<file path="src/rtl/core/fsd_pkg.sv">
// ----------------------------------------------------------------------------
// fsd_pkg
// Types, constants and arithmetic helpers shared by the RGB332 dither core.
// ----------------------------------------------------------------------------
package fsd_pkg;

  localparam int MAX_WIDTH  = 4096;
  localparam int COL_W      = $clog2(MAX_WIDTH);
  localparam int ROW_W      = 16;
  localparam int LW_W       = 13;
  localparam int CFG_IDX_W  = 2;
  localparam int CFG_DATA_W = 16;

  localparam logic [CFG_IDX_W-1:0] CFG_LINE_WIDTH   = 2'd0;
  localparam logic [CFG_IDX_W-1:0] CFG_IMAGE_HEIGHT = 2'd1;

  localparam int CH_RED   = 2;
  localparam int CH_GREEN = 1;
  localparam int CH_BLUE  = 0;

  typedef struct packed {
    logic [7:0] red;
    logic [7:0] green;
    logic [7:0] blue;
  } pixel_t;

  typedef struct packed {
    logic [7:0] color_index;
    logic       end_of_row;
    logic       end_of_image;
  } result_t;

  typedef logic signed [7:0] err_t;
  typedef err_t [2:0] err3_t;

  typedef struct packed {
    logic [COL_W-1:0] col;
    logic             col_zero;
    logic             last_col;
    logic             last_row;
    logic             first_row;
  } pix_ctrl_t;

  typedef struct packed {
    logic             en;
    logic [COL_W-1:0] addr;
    err3_t            data;
  } mem_wr_t;

  typedef struct packed {
    logic [2:0] top;
    err_t       err;
  } quant_t;

  function automatic logic [7:0] level3(input logic [2:0] k);
    logic [7:0] lev;
    case (k)
      3'd0:    lev = 8'd0;
      3'd1:    lev = 8'd36;
      3'd2:    lev = 8'd73;
      3'd3:    lev = 8'd109;
      3'd4:    lev = 8'd146;
      3'd5:    lev = 8'd182;
      3'd6:    lev = 8'd219;
      default: lev = 8'd255;
    endcase
    return lev;
  endfunction

  function automatic logic [7:0] level2(input logic [1:0] k);
    logic [7:0] lev;
    case (k)
      2'd0:    lev = 8'd0;
      2'd1:    lev = 8'd85;
      2'd2:    lev = 8'd170;
      default: lev = 8'd255;
    endcase
    return lev;
  endfunction

  // Divide by 16 with truncation toward zero.
  function automatic err_t frac16(input logic signed [10:0] p);
    logic signed [10:0] a;
    a = p + (p[10] ? 11'sd15 : 11'sd0);
    return err_t'(a >>> 4);
  endfunction

  function automatic quant_t quantize(input logic [7:0] chan, input err_t carry,
                                      input err_t above, input logic two_bit);
    logic signed [9:0] v;
    logic [7:0]        u;
    logic [7:0]        lev;
    quant_t            q;
    v = signed'({2'b00, chan}) + 10'(carry) + 10'(above);
    if (v < 10'sd0) begin
      u = 8'd0;
    end else if (v > 10'sd255) begin
      u = 8'd255;
    end else begin
      u = v[7:0];
    end
    if (two_bit) begin
      q.top = {1'b0, u[7:6]};
      lev   = level2(u[7:6]);
    end else begin
      q.top = u[7:5];
      lev   = level3(u[7:5]);
    end
    q.err = err_t'(signed'({1'b0, u}) - signed'({1'b0, lev}));
    return q;
  endfunction

endpackage

</file>
<file path="src/rtl/core/fsd_core.sv">
// ----------------------------------------------------------------------------
// fsd_core
// Quantizer and error diffusion datapath with right carry and pending sums.
// ----------------------------------------------------------------------------
module fsd_core (
  input  logic               clk,
  input  logic               rst,
  input  logic               adv,
  input  fsd_pkg::pix_ctrl_t ctrl,
  input  fsd_pkg::pixel_t    pix,
  input  fsd_pkg::err3_t     above,
  output fsd_pkg::result_t   result,
  output fsd_pkg::mem_wr_t   mem_wr
);
  import fsd_pkg::*;

  err3_t carry, carry_next;
  err3_t ps0, ps0_next;
  err3_t ps1, ps1_next;
  err3_t below_data;
  logic [7:0] chan [3];
  quant_t q [3];
  mem_wr_t stage_wr;
  logic def_valid, def_valid_next;
  logic [COL_W-1:0] def_addr;
  err3_t def_data;

  assign chan[CH_RED]   = pix.red;
  assign chan[CH_GREEN] = pix.green;
  assign chan[CH_BLUE]  = pix.blue;

  always_comb begin
    err_t e7, e5, e3, e1, pend;
    for (int c = 0; c < 3; c++) begin
      q[c] = quantize(chan[c], carry[c], ctrl.first_row ? 8'sd0 : above[c], c == CH_BLUE);
      e7 = frac16(11'(q[c].err) * 11'sd7);
      e5 = frac16(11'(q[c].err) * 11'sd5);
      e3 = frac16(11'(q[c].err) * 11'sd3);
      e1 = frac16(11'(q[c].err));
      pend = ctrl.col_zero ? 8'sd0 : ps1[c];
      carry_next[c] = ctrl.last_col ? 8'sd0 : e7;
      below_data[c] = err_t'(ps0[c] + e3);
      ps0_next[c] = err_t'(pend + e5);
      ps1_next[c] = ctrl.last_col ? 8'sd0 : e1;
    end
  end

  assign result.color_index  = {q[CH_RED].top, q[CH_GREEN].top, q[CH_BLUE].top[1:0]};
  assign result.end_of_row   = ctrl.last_col;
  assign result.end_of_image = ctrl.last_col && ctrl.last_row;

  // The last column of a row produces two store entries; the second is
  // written in the next cycle, in which no stage write can occur.
  always_comb begin
    stage_wr.en   = adv && !ctrl.last_row && (!ctrl.col_zero || ctrl.last_col);
    stage_wr.addr = ctrl.col_zero ? ctrl.col : ctrl.col - COL_W'(1);
    stage_wr.data = ctrl.col_zero ? ps0_next : below_data;
    def_valid_next = adv && !ctrl.last_row && ctrl.last_col && !ctrl.col_zero;
    if (stage_wr.en) begin
      mem_wr = stage_wr;
    end else begin
      mem_wr.en   = def_valid;
      mem_wr.addr = def_addr;
      mem_wr.data = def_data;
    end
  end

  always_ff @(posedge clk) begin
    if (rst) begin
      carry     <= '0;
      ps0       <= '0;
      ps1       <= '0;
      def_valid <= 1'b0;
    end else begin
      def_valid <= def_valid_next;
      if (adv) begin
        carry <= carry_next;
        if (!ctrl.last_row) begin
          ps0 <= ps0_next;
          ps1 <= ps1_next;
        end
      end
    end
  end

  always_ff @(posedge clk) begin
    if (def_valid_next) begin
      def_addr <= ctrl.col;
      def_data <= ps0_next;
    end
  end

  a_single_write: assert property (@(posedge clk) disable iff (rst)
    !(def_valid && stage_wr.en))
    else $error("Deferred store write collides with a stage write.");

  a_def_one_cycle: assert property (@(posedge clk) disable iff (rst)
    def_valid |=> !def_valid)
    else $error("Deferred store write pending on two consecutive cycles.");

  a_def_after_row: assert property (@(posedge clk) disable iff (rst)
    def_valid |-> $past(adv && ctrl.last_col))
    else $error("Deferred store write without a finished row.");

endmodule

</file>
<file path="config.mk">
export PLATFORM = sky130hd
export DESIGN_NAME = fsd_core
export DESIGN_NICKNAME = d
export VERILOG_FILES = /design/src/rtl/core/fsd_pkg.sv /design/src/rtl/core/fsd_core.sv
export SDC_FILE = /design/constraint.sdc
export NUM_CORES = 1
export LEC_CHECK = 0
export ABC_AREA = 1
export ABC_CLOCK_PERIOD_IN_PS = 11200
export BUFFER_PORTS_ARGS = -buffer_cell sky130_fd_sc_hd__buf_2
export CAP_MARGIN = 20
export CORE_MARGIN = 5
export CORE_UTILIZATION = 27
export DETAILED_ROUTE_END_ITERATION = 8
export PLACE_DENSITY = 0.51
export SETUP_SLACK_MARGIN = 0.15
export SYNTH_ARGS = -nofsm -noshare
export SYNTH_HDL_FRONTEND = slang
export SYNTH_SLANG_ARGS = --single-unit
</file>
<file path="constraint.sdc">
create_clock -name clk -period 11.2 [get_ports clk]
set_clock_uncertainty 0.15 [all_clocks]
set_input_delay 0.56 -clock clk [delete_from_list [all_inputs] [get_ports clk]]
set_output_delay 0.56 -clock clk [all_outputs]
set_load 0.02 [all_outputs]
</file>
==> Word-level counts from Yosys, hierarchy flattened <==
Cells that the tools add are included.
{ "word_totals": {"reg_bits": 109, "elab_cells": 120} }
{ "op_classes": {"n_addsub": 28, "eq_ne": 14, "multipliers": 9, "n_bitwise": 1, "order_cmp": 6, "n_reduce_logical": 12, "mux": 36} }
{ "op_table": {"columns": ["operator", "count"], "rows": [
  ["$mux 8", 18],
  ["$pmux 8 s7", 2],
  ["$add 11x5->11", 9],
  ["$mul 8x4->11 const B", 6],
  ["$add 8x7->8", 6],
  ["$mux 4", 12],
  ["$mux 37", 1],
  ["$mul 8x3->11 const B", 3],
  ["$add 10x8->10", 3],
  ["$add 9x8->10", 3],
  ["$gt 10x9->1 const B", 3],
  ["$lt 10x1->1 const B", 3],
  ["$add 8x5->9", 3],
  ["$mux 24", 1],
  ["$pmux 8 s3", 1],
  ["$sub 8x8->8", 3],
  ["$eq 3x3->1 const B", 6],
  ["$eq 3x2->1 const B", 4],
  ["$mux 12", 1],
  ["$sub 12x1->12 const B", 1],
  ["$eq 3x1->1 const B", 2],
  ["$logic_not 3->1", 2],
  ["$logic_and 1x1->1", 5],
  ["$eq 2x1->1 const B", 1],
  ["other kinds (6)", 7]
]} }

==> Longest topological paths before layout <==
Gate-level depths: netlist of run 1.
{ "depth": {"depth_word": 14, "depth_mapped": 59, "depth_no_buf": 58} }

==> Least setup slack after synthesis of run 1 <==
Ideal clock, no wire load.
{ "synth_timing": {"path_kind": "input port to output port", "from": "input ctrl[0] in the netlist's numbering", "to": "output mem_wr[7] in the netlist's numbering", "t_arrival_ps": 9016, "slack_ps": 1474, "cell_stages": 55, "n_path_buf": 1, "cell_sequence": "clkbuf_1 -> nor2_1 -> fa_1 -> ha_1 -> inv_1 -> fa_1 -> o21ai_0 -> a21oi_1 -> o21bai_1 -> a21oi_1 -> o21bai_1 -> xor2_1 -> inv_1 -> a21oi_1 -> inv_1 -> ha_1 -> a21oi_1 -> nand2_1 -> [... 19 more ...] -> inv_1 -> ha_1 -> a21oi_1 -> nor2_1 -> nor2_1 -> nor2_1 -> nor2_1 -> nor2_1 -> nor2_1 -> inv_1 -> a21oi_1 -> nor2_1 -> nor2_1 -> xnor2_1 -> or2_1 -> nand3_1 -> o211ai_1 -> nand2_1"} }
{ "synth_lines": {"columns": ["element", "line_no", "source"], "rows": [
  ["start: declaration", "fsd_core.sv:9", "input fsd_pkg::pix_ctrl_t ctrl,"],
  ["end: declaration", "fsd_core.sv:13", "output fsd_pkg::mem_wr_t mem_wr"]
]} }

==> summary.md, run 1 <==
| Metric | Value |
|---|---|
| Highest cell delay on the worst timing path | 0.49 ns |
| Synth Area per Inst | 6.96 sq um |
| Number of synthesized flops with an enable pin | 36 |
| Antenna-violating nets left | 0 |
| Critical path startpoint category | input pin |
| Ant. Diodes | 0 |
| First-pass GRT wire length | 60.7 mm |
| # DRC | 0 |
| CP Capture Type | output port |
| Initial antenna violation count | 0 |
| Crit path to | mem_wr[6] |
| Grt met1 use | 18.5% |
| Max FO, Critical Path | 19 |
| CTS tree | built |
| Number of standard cells after synthesis | 2007 |
| Worst slack, placed | 0.679 ns |
| Total of max-cap violations | 0 |
| Max-slew headroom | 35.9% |
| Multi-input gate area | 10100 sq um |
| Largest net degree at the start of global routing | 53 |
| R2R cell count | 49 |
| Synth area leaders | ha_1 (18%), inv_1 (9.4%), nand2_1 (9.4%), dfxtp_1 (8.7%), fa_1 (8.6%) |
| Layout area overhead | 12.0% |
| Layout cells sized above 1 | 11.3% |
| Total Nets Final | 2431 |
| Worst r2r src | carry[1]$_SDFFE_PP0P_ |
| CORE AREA | 51300 sq um |
| Gr usage total | 12.8% |
| CTS Buffer Depth | 2 |
| Final wirelength | 36.6 mm |
| Initial core utilization | 27.2% |
| Tmin final | 10.10 ns |
| Synth cell count leaders | inv_1 (351), nand2_1 (350), nor2_1 (240) |
| Main synth FF type | dfxtp_1 |
| Crit-path most repeated cell | a21oi_1 |
| Yosys top cell by area | ha_1 |
| GPL Wtd Cong | 0.840 |
| Worst setup margin | 1.10 ns |
| Sequential cell area | 2300 sq um |
| Most numerous cell in the Yosys netlist | inv_1 |
| Ys Warns | 0 |
| Cts hold-fix bufs | 0 |
| Setup TNS | 0 ns |
| Die Area | 56400 sq um |
| Layout Utilization | 30.5% |
| Period utilisation layout | 90.1% |
| Async set-reset flop share out of synthesis | 0% |
| Clock sinks | 97 |
| Vias per inst | 4.45 |
| Worst-margin pin slew | 0.956 ns |
| Crit Reg-Reg Endpoint | ps0[6]$_SDFFE_PP0P_ |
| Worst skew pair latency | 0.36 ns |
| Final HPWL DP | 30.2 mm |
| Reg clk slew, reported paths | 0.08 ns |
| Status | finished, final reports clean |
| M3 GR Usage | 1.67% |
| DR pass1 iterations | 5 |
| Stages on worst setup path | 52 |
| FILL cells | 5601 |
| Slew Viols, Final | 0 |
| FF-to-FF setup slack | 2.34 ns |
| Post-synthesis sequential area ratio | 16.5% |
| Critical path class | input pin to output port |
| Cts bufs inserted | 9 |
| Hold Path Depth | 1 |
| Unrepaired setup endpoints after global routing | no |
| Worst Hold Class | input pin to register |
| Global route overflow | 0 |
| Core Rows | 83 |
| Crit path from | ctrl[0] |
| Endpoints failing hold | 0 |
| Root buffer cell | clkbuf_16 |
| F_max | 0.0990 GHz |
| Initial drt markers | 632 |
| Synthesized cell area | 14000 sq um |
| Arrival @ worst endpoint | 9.39 ns |
| Finish-stage setup viols | 0 |
| Wire per inst | 13.1 um |
| Critical-path top delay cell | fa_1 |
| Post-Syn Nets | 2331 |
| Met2 usage | 21.0% |
| Routed vias | 12400 |
| CP delay by family, top | adder cells |
| Die X | 237 um |
| Crit path buffers/inverters | 9 |
| Register bit total from synthesis | 97 |
| Height of the die | 237 um |
| IO buf count | 113 |
| IO Count | 114 |
| Share of the synthesized area in the top cell type | 17.7% |
| Most Crowded Layer GR | met2 |
| Critical path data required time | 10.49 ns |
| Count of cell types in the netlist | 53 |
| Vias in the first global route | 12100 |
| H-tree levels | 3 |
-- cell type report --
cell class / count / area share (%)
Clock buffer: 9 / 1.44
Clock inverter: 7 / 0.392
Inverter: 368 / 8.84
Multi-Input combinational cell: 1507 / 64.9
Sequential cell: 97 / 14.7
Tap cell: 680 / 5.44
Timing Repair Buffer: 124 / 4.24
-- kinds of logic (layout without fill, tap and decap cells) --
| logic type | count (synthesis) | after routing | share of synthesized area (%) |
|---|---|---|---|
| compound gates | 333 | 333 | 13.3 |
| xor+xnor | 124 | 124 | 8.05 |
| fa+ha+maj | 257 | 257 | 26.3 |
| buf+inv | 403 | 508 | 11.0 |
| flops | 97 | 97 | 16.5 |
| simple gates | 793 | 793 | 24.9 |
-- per-stage QoR --
stage	cells	area, sq um	hold slack (ns)
2_1_floorplan	2007	14000	0.295
3_3_place_gp	2774	15300	0.304
3_5_place_dp	2775	15300	0.307
4_1_cts	2791	15600	0.234
5_1_grt	2792	15600	0.228
6_report	2792	15600	0.250
-- worst register-to-register path: cells and delay by family, from the launching register on --
kind	cells	cell delay (ns)
adder cells (fa/ha/maj)	8	2.76
XOR/XNOR	4	0.90
buffers and inverters	8	0.73
AO/OA/AOI/OAI	17	2.61
AND/OR/NAND/NOR	12	1.27
flip-flops	1	0.33
-- flip-flops by register name, summed over array words and instances, names as in the netlist --
signal	cells
def_valid	1
ps0	24
carry	21
ps1	15
def_data	24
def_addr	12
-- cells in the final DEF, fill, tap and decap left out, types with 38 or more instances in the layout --
| master | instances |
|---|---|
| nand2_1 | 350 |
| ha_1 | 197 |
| xor2_1 | 83 |
| xnor2_1 | 38 |
| a21oi_1 | 155 |
| nor2_1 | 238 |
| fa_1 | 60 |
| o21ai_0 | 102 |
| dfxtp_1 | 61 |
| buf_2 | 112 |
| inv_1 | 350 |
| nand3_1 | 84 |
-- per-layer routing --
metal  share of wire [%]  routed length, um
met2                  44              16100
met4                0.73                266
met1                  52              19100
met5                   0                  0
met3                 3.0               1110
-- how the worst min path moves through the flow --
| stage | slack, ns | to | from |
|---|---|---|---|
| detailed placement | 0.31 | ps1[17]$_SDFFE_PP0P_ | ps1[17]$_SDFFE_PP0P_ |
| global placement | 0.30 | ps1[6]$_SDFFE_PP0P_ | ps1[6]$_SDFFE_PP0P_ |
| finish | 0.25 | def_addr[11]$_DFFE_PP_ | ctrl[15] |
| global route | 0.23 | def_addr[11]$_DFFE_PP_ | ctrl[15] |
| CTS | 0.23 | def_addr[11]$_DFFE_PP_ | ctrl[15] |
| floorplan | 0.30 | carry[17]$_SDFFE_PP0P_ | carry[17]$_SDFFE_PP0P_ |
-- repair_timing --
action	4_1_cts	5_1_grt
resized for setup	0	7
setup buffers	0	1
endpoints found under the hold margin	0	0
setup endpoints to repair	0	4
Power of run 1 is not shown: default switching activity piles up to over one toggle a cycle in this logic, so the estimate is an artifact.
==> run 2, diff against run 1 <==
--- a/config.mk
+++ b/config.mk
@@ -7,12 +7,13 @@
 export LEC_CHECK = 0
 export ABC_AREA = 1
 export ABC_CLOCK_PERIOD_IN_PS = 11200
-export BUFFER_PORTS_ARGS = -buffer_cell sky130_fd_sc_hd__buf_2
+export BUFFER_PORTS_ARGS = -buffer_cell sky130_fd_sc_hd__clkbuf_2
 export CAP_MARGIN = 20
 export CORE_MARGIN = 5
 export CORE_UTILIZATION = 27
 export DETAILED_ROUTE_END_ITERATION = 8
 export PLACE_DENSITY = 0.51
+export RECOVER_POWER = 25
 export SETUP_SLACK_MARGIN = 0.15
 export SYNTH_ARGS = -nofsm -noshare
 export SYNTH_HDL_FRONTEND = slang
==> run 2 against run 1 <==
Effect of this change:
- the run now ends with max-capacitance violations, max-slew violations left
- via count is 1.5% higher
- sequential share of layout area is essentially flat
- die area unchanged
- utilization is essentially flat
- global-route usage rose by 0.063 points
- cell count rose by 0.14%
- flip-flop and latch count did not move
- first-iteration DRC count shrank 11%
- critical path depth rose by 1
- register-to-register slack got worse by 0.11 ns
- largest cell class unchanged
- highest routed layer unchanged
==> summary.md, run 2 (synthesis results as in run 1) <==
| Metric | Value |
|---|---|
| Total of max-cap violations | 2 (+2) |
| Critical path class | input pin to output port |
| Dpl cell area | 15300 sq um (about the same) |
| Final HPWL DP | 30.4 mm (+0.58%) |
| Final wirelength | 36.6 mm (about the same) |
| Arrival @ worst endpoint | 9.44 ns (+0.05 ns) |
| Ant. Diodes | 0 (unchanged) |
| Hold_ws | 0.282 ns (+0.0316 ns) |
| Unrepaired setup endpoints after global routing | no |
| Commonest non-fill, non-tap cells in the layout | inv_1 (350), nand2_1 (350), nor2_1 (239), ha_1 (197), a21oi_1 (155) |
| CP delay by family, top | compound AO/OA/AOI/OAI gates |
| IO buf count | 113 (unchanged) |
| Status | finished, violations left |
| Core Rows | 83 (unchanged) |
| Layout cells sized above 1 | 10.7% (-0.54 points) |
| Clock sinks | 97 (unchanged) |
| Reg clk slew, reported paths | 0.08 ns (about the same) |
| Wire per inst | 13.1 um (-0.20%) |
| CTS Buffer Depth | 2 (unchanged) |
| Critical path data required time | 10.49 ns (about the same) |
| Antenna-violating nets left | 0 (unchanged) |
| H-tree levels | 3 (unchanged) |
| Initial core utilization | 27.2% (unchanged) |
| Final instance area | 15600 sq um (about the same) |
| Critical-path top delay cell | fa_1 |
| Layout area overhead | 12.1% (about the same) |
| Final non-filler cell total | 2796 (+0.14%) |
| Placed Cells | 2775 (unchanged) |
| Root buffer cell | clkbuf_16 |
| Slew Viols, Final | 29 (+29) |
| First-pass GRT wire length | 61.1 mm (+0.58%) |
| Worst-margin pin slew | 1.68 ns (+0.725 ns) |
| CTS tree | built |
| Global route overflow | 0 (unchanged) |
| Crit path buffers/inverters | 10 (+1) |
| Gr usage total | 12.9% (+0.063 points) |
| # DRC | 0 (unchanged) |
| Initial antenna violation count | 0 (unchanged) |
| Vias in the first global route | 12400 (+2.2%) |
| Cts bufs inserted | 9 (unchanged) |
| Worst skew pair latency | 0.36 ns (about the same) |
| DR pass1 iterations | 5 (unchanged) |
| Finish-stage setup viols | 0 (unchanged) |
| Tmin final | 10.15 ns (+0.0564 ns) |
| Setup TNS | 0 ns (unchanged) |
| Critical path startpoint category | input pin |
| Highest cell delay on the worst timing path | 0.44 ns (-0.05 ns) |
| Endpoints failing hold | 0 (unchanged) |
| Crit-path most repeated cell | a21oi_1 |
| Period utilisation layout | 90.6% (+0.50 points) |
| Cts hold-fix bufs | 0 (unchanged) |
| CORE AREA | 51300 sq um (unchanged) |
| IO Count | 114 (unchanged) |
| Worst Hold Class | input pin to register |
| Initial drt markers | 563 (-11%) |
| Height of the die | 237 um (unchanged) |
| F_max | 0.0985 GHz (-0.56%) |
| CP Capture Type | output port |
| Total Nets Final | 2435 (+0.16%) |
| Max FO, Critical Path | 14 (-5) |
| Vias per inst | 4.51 (+1.3%) |
| Die X | 237 um (unchanged) |
| GPL Wtd Cong | 0.839 (-0.17%) |
| Die Area | 56400 sq um (unchanged) |
| Routed vias | 12600 (+1.5%) |
| Regs by FF count | def_data x24, ps0 x24, carry x21 |
| Failing checks | max-capacitance violations, max-slew violations |
| Max-slew headroom | -12.1% (-48 points) |
| Largest net degree at the start of global routing | 53 (unchanged) |
| FF-to-FF setup slack | 2.23 ns (-0.11 ns) |
## run 2: changes by cell type in the layout (fill, tap and decap cells not counted), sizes merged
cell      delta
clkinv       +1
clkinvlp     -2
bufinv       +1
clkbuf     +115
buf        -111
## run 2: path summary, 6_finish.rpt
kind                    startpoint               endpoint  cells past startpoint
min                       ctrl[11]  def_addr[7]$_DFFE_PP_                      1
max reg2reg  carry[1]$_SDFFE_PP0P_    ps0[6]$_SDFFE_PP0P_                     50
max                        ctrl[0]              mem_wr[6]                     53
min reg2reg    ps1[8]$_SDFFE_PP0P_    ps1[8]$_SDFFE_PP0P_                      2
## run 2: routing by layer
metal	track usage (%)	part of all wire, %
met3	1.94	3.8
met5	0	0
met4	1.98	0.99
met2	20.9	44
met1	18.5	51
## run 2: repair_timing
action                                 in CTS  in global routing
buffers inserted                            0                  4
gates resized for setup                     0                  7
endpoints found under the hold margin       0                  0
setup endpoints to repair                   0                  3
## run 2: final cells by class
type	count	area, sq um
fill	5639	35700
multi-input combinational	1507	10100
sequential	97	2300
inverter	368	1380
tap	680	851
timing repair buffer	128	653
clock buffer	9	225
clock inverter	7	83.8
## run 2: per-stage QoR
| stage | util [%] | setup WS [ns] |
|---|---|---|
| 3_5_place_dp | 29.8 | 0.649 |
| 6_report | 30.5 | 1.05 |
| 2_1_floorplan | - | 1.47 |
| 5_1_grt | 30.5 | 0.175 |
| 3_3_place_gp | 29.8 | 0.889 |
| 4_1_cts | 30.5 | 0.617 |
Power of run 2 is left out for the same reason.
